$ cat src/rtl/xfr_pkg.sv
// ----------------------------------------------------------------------------
// xfr_pkg
// Shared codes, constants and types of the frame receiver and link monitor.
// ----------------------------------------------------------------------------
package xfr_pkg;

    localparam logic [7:0] SofByte      = 8'hAB;
    localparam logic [7:0] KindHeartbt  = 8'h21;
    localparam logic [7:0] KindUsb      = 8'h20;
    localparam logic [7:0] KindLog      = 8'h10;

    localparam logic [2:0] EvNone       = 3'd0;
    localparam logic [2:0] EvHeartbeat  = 3'd1;
    localparam logic [2:0] EvUsb        = 3'd2;
    localparam logic [2:0] EvLog        = 3'd3;
    localparam logic [2:0] EvUnknown    = 3'd4;
    localparam logic [2:0] EvMismatch   = 3'd5;

    localparam logic       CfgTimeout   = 1'b0;
    localparam logic       CfgNotify    = 1'b1;

    localparam logic [31:0] TimeoutReset = 32'd3000;
    localparam logic [31:0] AgeMax       = 32'hFFFF_FFFF;

    localparam int QDepth = 2;
    localparam int QAw    = 1;
    localparam int QCw    = 2;

    typedef struct packed {
        logic       tick;
        logic [2:0] ev;
        logic       usb_upd;
        logic       mnt;
        logic       susp;
    } t_cls;

endpackage

$ cat src/rtl/xfr_front.sv
// ----------------------------------------------------------------------------
// xfr_front
// Frame parser: tracks the frame phase and check byte, classifies each item.
// ----------------------------------------------------------------------------
module xfr_front (
    input  logic                i_clk,
    input  logic                i_rst_n,
    input  logic                i_take,
    input  logic                i_func,
    input  logic [7:0]          i_rx_byte,
    output xfr_pkg::t_cls       o_cls
);

    localparam logic [2:0] PhIdle  = 3'd0;
    localparam logic [2:0] PhKind  = 3'd1;
    localparam logic [2:0] PhLen   = 3'd2;
    localparam logic [2:0] PhData  = 3'd3;
    localparam logic [2:0] PhCheck = 3'd4;

    logic [2:0] r_phase, n_phase;
    logic [7:0] r_kind, n_kind;
    logic [7:0] r_len, n_len;
    logic [7:0] r_xor, n_xor;
    logic [7:0] r_cnt, n_cnt;
    logic [1:0] r_fpb, n_fpb;
    logic [7:0] cnt_inc;

    assign cnt_inc = r_cnt + 8'd1;

    always_comb begin
        n_phase = r_phase;
        n_kind  = r_kind;
        n_len   = r_len;
        n_xor   = r_xor;
        n_cnt   = r_cnt;
        n_fpb   = r_fpb;
        o_cls.tick    = i_func;
        o_cls.ev      = xfr_pkg::EvNone;
        o_cls.usb_upd = (r_len != 8'd0);
        o_cls.mnt     = r_fpb[0];
        o_cls.susp    = r_fpb[1];
        if (!i_func) begin
            case (r_phase)
                PhKind: begin
                    n_kind  = i_rx_byte;
                    n_xor   = i_rx_byte;
                    n_phase = PhLen;
                end
                PhLen: begin
                    n_len   = i_rx_byte;
                    n_xor   = r_xor ^ i_rx_byte;
                    n_cnt   = 8'd0;
                    n_fpb   = 2'd0;
                    n_phase = (i_rx_byte == 8'd0) ? PhCheck : PhData;
                end
                PhData: begin
                    if (r_cnt == 8'd0) begin
                        n_fpb = i_rx_byte[1:0];
                    end
                    n_xor = r_xor ^ i_rx_byte;
                    n_cnt = cnt_inc;
                    if (cnt_inc >= r_len) begin
                        n_phase = PhCheck;
                    end
                end
                PhCheck: begin
                    if (i_rx_byte == r_xor) begin
                        if (r_kind == xfr_pkg::KindHeartbt) begin
                            o_cls.ev = xfr_pkg::EvHeartbeat;
                        end else if (r_kind == xfr_pkg::KindUsb) begin
                            o_cls.ev = xfr_pkg::EvUsb;
                        end else if (r_kind == xfr_pkg::KindLog) begin
                            o_cls.ev = xfr_pkg::EvLog;
                        end else begin
                            o_cls.ev = xfr_pkg::EvUnknown;
                        end
                    end else begin
                        o_cls.ev = xfr_pkg::EvMismatch;
                    end
                    n_phase = PhIdle;
                end
                default: begin
                    n_phase = (i_rx_byte == xfr_pkg::SofByte) ? PhKind : PhIdle;
                end
            endcase
        end
    end

    always_ff @(posedge i_clk) begin
        if (!i_rst_n) begin
            r_phase <= PhIdle;
            r_kind  <= 8'd0;
            r_len   <= 8'd0;
            r_xor   <= 8'd0;
            r_cnt   <= 8'd0;
            r_fpb   <= 2'd0;
        end else if (i_take) begin
            r_phase <= n_phase;
            r_kind  <= n_kind;
            r_len   <= n_len;
            r_xor   <= n_xor;
            r_cnt   <= n_cnt;
            r_fpb   <= n_fpb;
        end
    end

endmodule

$ cat src/rtl/xfr_queue.sv
// ----------------------------------------------------------------------------
// xfr_queue
// Two-entry queue of classified items between parser and link monitor.
// ----------------------------------------------------------------------------
module xfr_queue (
    input  logic                i_clk,
    input  logic                i_rst_n,
    input  logic                i_push,
    input  xfr_pkg::t_cls       i_data,
    output logic                o_full,
    input  logic                i_pop,
    output logic                o_valid,
    output xfr_pkg::t_cls       o_data
);

    xfr_pkg::t_cls                  r_slot [xfr_pkg::QDepth];
    logic [xfr_pkg::QAw-1:0]        r_wp;
    logic [xfr_pkg::QAw-1:0]        r_rp;
    logic [xfr_pkg::QCw-1:0]        r_cnt;

    assign o_full  = (r_cnt == xfr_pkg::QCw'(xfr_pkg::QDepth));
    assign o_valid = (r_cnt != '0);
    assign o_data  = r_slot[r_rp];

    always_ff @(posedge i_clk) begin
        if (i_push) begin
            r_slot[r_wp] <= i_data;
        end
    end

    always_ff @(posedge i_clk) begin
        if (!i_rst_n) begin
            r_wp  <= '0;
            r_rp  <= '0;
            r_cnt <= '0;
        end else begin
            if (i_push) begin
                r_wp <= r_wp + 1'b1;
            end
            if (i_pop) begin
                r_rp <= r_rp + 1'b1;
            end
            if (i_push && !i_pop) begin
                r_cnt <= r_cnt + 1'b1;
            end else if (!i_push && i_pop) begin
                r_cnt <= r_cnt - 1'b1;
            end
        end
    end

endmodule

$ cat src/rtl/xfr_back.sv
// ----------------------------------------------------------------------------
// xfr_back
// Link monitor: heartbeat age, usb status bits and the registered result.
// ----------------------------------------------------------------------------
module xfr_back (
    input  logic                i_clk,
    input  logic                i_rst_n,
    input  logic [31:0]         i_timeout,
    input  logic                i_notify,
    input  logic                i_q_valid,
    input  xfr_pkg::t_cls       i_q_data,
    output logic                o_pop,
    output logic                o_out_valid,
    input  logic                i_out_stall,
    output logic [2:0]          o_event_res,
    output logic                o_first_heartbeat,
    output logic                o_mount_changed,
    output logic                o_link_up,
    output logic                o_usb_mounted,
    output logic                o_usb_suspended
);

    logic        r_seen, n_seen;
    logic [31:0] r_age, n_age;
    logic        r_mnt, n_mnt;
    logic        r_susp, n_susp;
    logic        r_out_valid;
    logic [2:0]  r_ev;
    logic        r_first, r_chg, r_up, r_umnt, r_usus;
    logic        first, chg, up, is_hb;

    assign o_pop = i_q_valid && (!r_out_valid || !i_out_stall);
    assign is_hb = (i_q_data.ev == xfr_pkg::EvHeartbeat);

    always_comb begin
        n_seen = r_seen | is_hb;
        n_mnt  = r_mnt;
        n_susp = r_susp;
        chg    = 1'b0;
        first  = is_hb && !r_seen;
        if (i_q_data.tick) begin
            n_age = (r_age != xfr_pkg::AgeMax) ? r_age + 32'd1 : r_age;
        end else if (is_hb) begin
            n_age = 32'd0;
        end else begin
            n_age = r_age;
        end
        if (i_q_data.ev == xfr_pkg::EvUsb && i_q_data.usb_upd) begin
            n_mnt  = i_q_data.mnt;
            n_susp = i_q_data.susp;
            chg    = i_notify && (i_q_data.mnt != r_mnt);
        end
        up = n_seen && (n_age < i_timeout);
    end

    always_ff @(posedge i_clk) begin
        if (!i_rst_n) begin
            r_seen      <= 1'b0;
            r_age       <= 32'd0;
            r_mnt       <= 1'b0;
            r_susp      <= 1'b0;
            r_out_valid <= 1'b0;
        end else begin
            if (o_pop) begin
                r_seen <= n_seen;
                r_age  <= n_age;
                r_mnt  <= n_mnt;
                r_susp <= n_susp;
                r_out_valid <= 1'b1;
            end else if (!i_out_stall) begin
                r_out_valid <= 1'b0;
            end
        end
    end

    always_ff @(posedge i_clk) begin
        if (o_pop) begin
            r_ev    <= i_q_data.ev;
            r_first <= first;
            r_chg   <= chg;
            r_up    <= up;
            r_umnt  <= up & n_mnt;
            r_usus  <= up & n_susp;
        end
    end

    assign o_out_valid       = r_out_valid;
    assign o_event_res       = r_ev;
    assign o_first_heartbeat = r_first;
    assign o_mount_changed   = r_chg;
    assign o_link_up         = r_up;
    assign o_usb_mounted     = r_umnt;
    assign o_usb_suspended   = r_usus;

endmodule

$ cat src/rtl/xor_frame_receiver_link_monitor.sv
// ----------------------------------------------------------------------------
// xor_frame_receiver_link_monitor
// XOR-checked frame receiver with heartbeat link monitor.
// ----------------------------------------------------------------------------
// Takes one item per clock, a received byte or a time tick, and returns one
// result per item through a queue slot and the output register. The parser
// classifies each item as it is accepted and pushes it into a two-entry queue;
// the link monitor pops one entry per cycle into the output register, so a sustained
// rate of one item per cycle holds while the output is not stalled. The
// input stalls only when the queue is full.
module xor_frame_receiver_link_monitor (
    input  logic        i_clk,
    input  logic        i_rst_n,
    input  logic        i_in_valid,
    output logic        o_in_stall,
    input  logic        i_func,
    input  logic [7:0]  i_rx_byte,
    output logic        o_out_valid,
    input  logic        i_out_stall,
    output logic [2:0]  o_event_res,
    output logic        o_first_heartbeat,
    output logic        o_mount_changed,
    output logic        o_link_up,
    output logic        o_usb_mounted,
    output logic        o_usb_suspended,
    input  logic        i_cfg_we,
    input  logic        i_cfg_index,
    input  logic [31:0] i_cfg_data
);

    logic [31:0]        r_timeout;
    logic               r_notify;
    logic               take;
    logic               q_full;
    logic               q_valid;
    logic               pop;
    xfr_pkg::t_cls      f_cls;
    xfr_pkg::t_cls      q_data;

    assign o_in_stall = q_full;
    assign take       = i_in_valid && !q_full;

    always_ff @(posedge i_clk) begin
        if (!i_rst_n) begin
            r_timeout <= xfr_pkg::TimeoutReset;
            r_notify  <= 1'b0;
        end else if (i_cfg_we) begin
            case (i_cfg_index)
                xfr_pkg::CfgTimeout: r_timeout <= i_cfg_data;
                xfr_pkg::CfgNotify:  r_notify  <= i_cfg_data[0];
                default: ;
            endcase
        end
    end

    xfr_front u_front (
        .i_clk     (i_clk),
        .i_rst_n   (i_rst_n),
        .i_take    (take),
        .i_func    (i_func),
        .i_rx_byte (i_rx_byte),
        .o_cls     (f_cls)
    );

    xfr_queue u_queue (
        .i_clk   (i_clk),
        .i_rst_n (i_rst_n),
        .i_push  (take),
        .i_data  (f_cls),
        .o_full  (q_full),
        .i_pop   (pop),
        .o_valid (q_valid),
        .o_data  (q_data)
    );

    xfr_back u_back (
        .i_clk             (i_clk),
        .i_rst_n           (i_rst_n),
        .i_timeout         (r_timeout),
        .i_notify          (r_notify),
        .i_q_valid         (q_valid),
        .i_q_data          (q_data),
        .o_pop             (pop),
        .o_out_valid       (o_out_valid),
        .i_out_stall       (i_out_stall),
        .o_event_res       (o_event_res),
        .o_first_heartbeat (o_first_heartbeat),
        .o_mount_changed   (o_mount_changed),
        .o_link_up         (o_link_up),
        .o_usb_mounted     (o_usb_mounted),
        .o_usb_suspended   (o_usb_suspended)
    );

    a_first_is_hb: assert property (@(posedge i_clk) disable iff (!i_rst_n)
        (o_out_valid && o_first_heartbeat) |-> (o_event_res == xfr_pkg::EvHeartbeat))
        else $error("first heartbeat flag on a non-heartbeat result");

    a_chg_is_usb: assert property (@(posedge i_clk) disable iff (!i_rst_n)
        (o_out_valid && o_mount_changed) |-> (o_event_res == xfr_pkg::EvUsb))
        else $error("mount change flag on a non-usb result");

    a_gated: assert property (@(posedge i_clk) disable iff (!i_rst_n)
        (o_out_valid && (o_usb_mounted || o_usb_suspended)) |-> o_link_up)
        else $error("usb status shown while link down");

    a_stall_empty: assert property (@(posedge i_clk) disable iff (!i_rst_n)
        o_in_stall |-> q_valid)
        else $error("input stalled with empty queue");

endmodule

$ cat config.mk
export PLATFORM = sky130hd
export DESIGN_NAME = xor_frame_receiver_link_monitor
export DESIGN_NICKNAME = d
export VERILOG_FILES = /design/src/rtl/xfr_pkg.sv /design/src/rtl/xfr_front.sv /design/src/rtl/xfr_queue.sv /design/src/rtl/xfr_back.sv /design/src/rtl/xor_frame_receiver_link_monitor.sv
export SDC_FILE = /design/constraint.sdc
export NUM_CORES = 1
export LEC_CHECK = 0
export BUFFER_PORTS_ARGS = -buffer_cell sky130_fd_sc_hd__buf_2
export CELL_PAD_IN_SITES_DETAIL_PLACEMENT = 0
export CELL_PAD_IN_SITES_GLOBAL_PLACEMENT = 1
export CORE_ASPECT_RATIO = 0.6
export CORE_MARGIN = 2
export CORE_UTILIZATION = 51
export CTS_BUF_LIST = sky130_fd_sc_hd__clkbuf_4
export CTS_CLUSTER_SIZE = 25
export DETAILED_ROUTE_END_ITERATION = 8
export GPL_ROUTABILITY_DRIVEN = 0
export GPL_TIMING_DRIVEN = 0
export PLACE_DENSITY_LB_ADDON = 0.05
export RECOVER_POWER = 50
export SYNTH_ARGS = -nofsm -noshare
export SYNTH_HDL_FRONTEND = slang
export SYNTH_SLANG_ARGS = --single-unit
$ cat constraint.sdc
create_clock -name i_clk -period 8 [get_ports i_clk]
set_input_delay 0.4 -clock i_clk [delete_from_list [all_inputs] [get_ports i_clk]]
set_output_delay 0.4 -clock i_clk [all_outputs]
set_load 0.01 [all_outputs]
==> results_dict.tcl <==
set metrics [dict create \
    status "complete, no violations" \
    peakVddDrop_v 0.000121 \
    cp_top_family "simple AND/OR/NAND/NOR gates" \
    synth_top_cell_area_share_pct 30.4 \
    cts_tree "built" \
    dp_hpwl_mm 16.3 \
    drive_gt1_share_pct 9.80 \
    vias 6918 \
    syn_avg_cell_area_um2 8.27 \
    critPathKind "flip-flop to flip-flop" \
    cp-start-kind "flip-flop" \
    placed_area_mm2 0.00782 \
    syn-num-nets 975 \
    p_int_uw 1170 \
    yosysUniqueCellTypes 60 \
    cpMaxStageDelayCell "nand4_1" \
    worst-path-buf-inv 3 \
    fin_crit_sh_pct 69.3 \
    combPwrFrac_pct 29.9 \
    die_x_um 159 \
    final.setup_skew_ns 0.0316 \
    post-cts-setup-buffers 0 \
    path_cells "clkbuf_1, mux2i_4, nand4_1, clkbuf_1, buf_1, nand3_1, o21ai_0, ha_1, and4_1, a221oi_1, nand3_1, o31ai_1, o211a_1, nor2b_1" \
    layout.cells.non_filler 1161 \
    grt_max_degree 18 \
    synth-async-reset-ratio_pct 0 \
    port_buffers 52 \
    syn-cell-area_mm2 0.00732 \
    worst_ep_required_time_ns 8.42 \
    cts_max_level 4 \
    p_leak_uw 0.00317 \
    ys.flop_type "dfxtp_1" \
    hold_ws_ns 0.0381 \
    cts_buffers 17 \
    drt_pass1_iterations 6 \
    final.setup.tns_ns 0 \
    drv_cap 0 \
    netlist_top_cells_count "126 x nand2_1, 111 x dfxtp_1, 76 x a21oi_1" \
    synth_area_leader_cell "dfxtp_1" \
    nets 1046 \
    cts_num_sinks 133 \
    drtIter0Drc 717 \
    critPathMaxStageDelay_ns 0.71 \
    gr-total-overflow 0 \
    rows 33 \
    final_hold_viol_count 0 \
    wirelength_mm 21.7 \
    grt_usage_pct 29.0 \
    maxSlewHeadroom_pct 28.9 \
    p_sw_uw 708 \
    wl_per_cell_um 18.7 \
    final_area_mm2 0.00811 \
    core-area_mm2 0.0138 \
    endpoint_kind "flip-flop" \
    drc 0 \
    setup_violations 0 \
    worst_slack_ns 2.45 \
    sw_frac_of_total_pct 37.6 \
    synth_edf_count 22 \
    clkLatencyLatePin_ns 0.58 \
    clock_path_buffers 2 \
    antenna_found_initial 0 \
    max_freq_ghz 0.180 \
    hold_path_class "primary input to flip-flop" \
    rsz0062_at_grt "false" \
    die_area_mm2 0.0154 \
    ant_nets 0 \
    tightest_slew_ns 1.07 \
    synth_most_common_cell "nand2_1" \
    ctsHoldBuffers 0 \
    grt_pass1_wl_mm 33.9 \
    syn2layout_area_growth_pct 10.8 \
    p_seq_share_pct 43.7 \
    yosys-top-cells-area "dfxtp_1 30%, edfxtp_1 9.0%, ha_1 7.4%, nand2_1 6.5%, a21oi_1 5.2%" \
    ys_ff_latch 133 \
    path_clk_slew_ns 0.14 \
    die-height_um 96.8 \
    viasPerCell 5.96 \
    synth_warnings 0 \
    ctsRootBufferMaster "clkbuf_4" \
    crit_arrival_ns 5.97 \
    fill_cells 1235 \
    syn_inst 885 \
    r2r_setup_slack_ns 2.45 \
    placed_cells 1129 \
    grt_pass1_vias 6391 \
    n_antenna_cell 0 \
    pwr-share-clk_pct 26.5 \
    initial_utilization_pct 52.9 \
    min_period_ns 5.55 \
    synth_seq_area_share_pct 39.4 \
    pre_cts_ws_ns 2.92 \
    top_level_ports 57 \
    p_per_area_mw_per_mm2 232 \
    drv_slew 0 \
    cts_resized 0 \
    worst-path-max-fanout 10 \
]
-- worst min-delay path, cell delays in order --
cell      delay, ns
buf_2          0.08
nand2_1        0.04
o211ai_1       0.07
-- cells in the final DEF, fill, tap and decap left out, types with 4 or more instances in the layout --
| cell type | synthesis | layout |
|---|---|---|
| a31oi_1 | 12 | 12 |
| and4_1 | 9 | 9 |
| o21a_1 | 8 | 8 |
| inv_1 | 47 | 48 |
| nand3b_1 | 4 | 4 |
| nor3_1 | 17 | 17 |
| and3_1 | 7 | 7 |
| clkinv_4 | 0 | 4 |
| a22oi_1 | 10 | 10 |
| o211a_1 | 4 | 4 |
| clkbuf_4 | 0 | 20 |
| mux2_2 | 5 | 5 |
| dfxtp_1 | 111 | 111 |
| edfxtp_1 | 22 | 22 |
| nor2_1 | 66 | 66 |
| buf_2 | 2 | 41 |
| nand2b_1 | 9 | 9 |
| xnor2_1 | 5 | 5 |
| a21o_1 | 10 | 10 |
| clkbuf_1 | 36 | 52 |
| o21ai_0 | 61 | 61 |
| xor2_1 | 16 | 16 |
| o211ai_1 | 18 | 18 |
| o31ai_1 | 6 | 6 |
| nor4_1 | 7 | 7 |
| nand2_1 | 126 | 126 |
| ha_1 | 43 | 43 |
| nand4_1 | 19 | 19 |
| nor2b_1 | 5 | 5 |
| or4_1 | 5 | 5 |
| or3_1 | 12 | 12 |
| a21oi_1 | 76 | 76 |
| mux2i_1 | 21 | 21 |
| nand3_1 | 40 | 40 |
-- per-stage QoR --
step | power (uW) | utilization, %
finish | 1880 | 58.6
global route | 1980 | 58.6
CTS | 1880 | 58.7
detailed placement | 1390 | 56.5
global placement | 1370 | 56.5
floorplan | 1190 | -
-- worst paths after layout --
check	startpoint	to	cells after the start
min reg2reg	r_timeout[17]$_SDFFE_PN0P_	r_timeout[17]$_SDFFE_PN0P_	2
max reg2reg	flip-flop	u_back.o_usb_suspended$_DFFE_PP_	14
max	flip-flop	u_back.o_usb_suspended$_DFFE_PP_	14
min	i_cfg_data[9]	r_timeout[9]$_SDFFE_PN1P_	3
-- power by group through the flow --
stage,Combinational (uW),Sequential [uW],Clock [uW]
floorplan,357,831,0
global placement,537,829,0
detailed placement,554,834,0
CTS,558,819,500
global route,618,831,530
finish,562,822,498
-- final cells by class --
cell class / count / area, um^2 / area share [%]
Inverter: 48 / 180 / 2.22
Sequential cell: 133 / 2880 / 35.6
Multi-Input combinational cell: 658 / 4060 / 50.0
Tap cell: 192 / 240 / 2.96
Timing Repair Buffer: 52 / 245 / 3.03
Buffer: 46 / 196 / 2.42
Clock buffer: 20 / 150 / 1.85
Clock inverter: 12 / 155 / 1.91
-- state kept, by name, indices dropped and copies added (netlist names), 2 cells and up, named ones only --
signal and flops:
r_timeout 32, u_back.r_age 32, u_queue.r_slot 14, u_front.r_cnt 8, u_front.r_kind 8, u_front.r_len 8, u_front.r_xor 8, u_back.o_event_res 3
u_front.r_phase 3, u_front.r_fpb 2, u_queue.r_cnt 2
-- logic make-up (layout without fill, tap and decap cells) --
family | after synthesis | count (layout) | share of synthesized area [%]
buf+inv | 94 | 178 | 5.16
xor+xnor | 21 | 21 | 2.51
mux | 27 | 27 | 3.95
fa+ha+maj | 43 | 43 | 7.35
flops | 133 | 133 | 39.4
compound gates | 225 | 225 | 18.7
simple gates | 342 | 342 | 23.0
-- per-layer routing --
metal	part of all wire, %	vias to the layer above	GRT usage [%]
met5	0	-	0
met4	1.9	0	8.80
met3	9.9	37	6.23
met2	39	338	39.6
met1	49	3224	45.0
li1	-	3319	-
No activity file was read; power rests on OpenSTA's default activity.
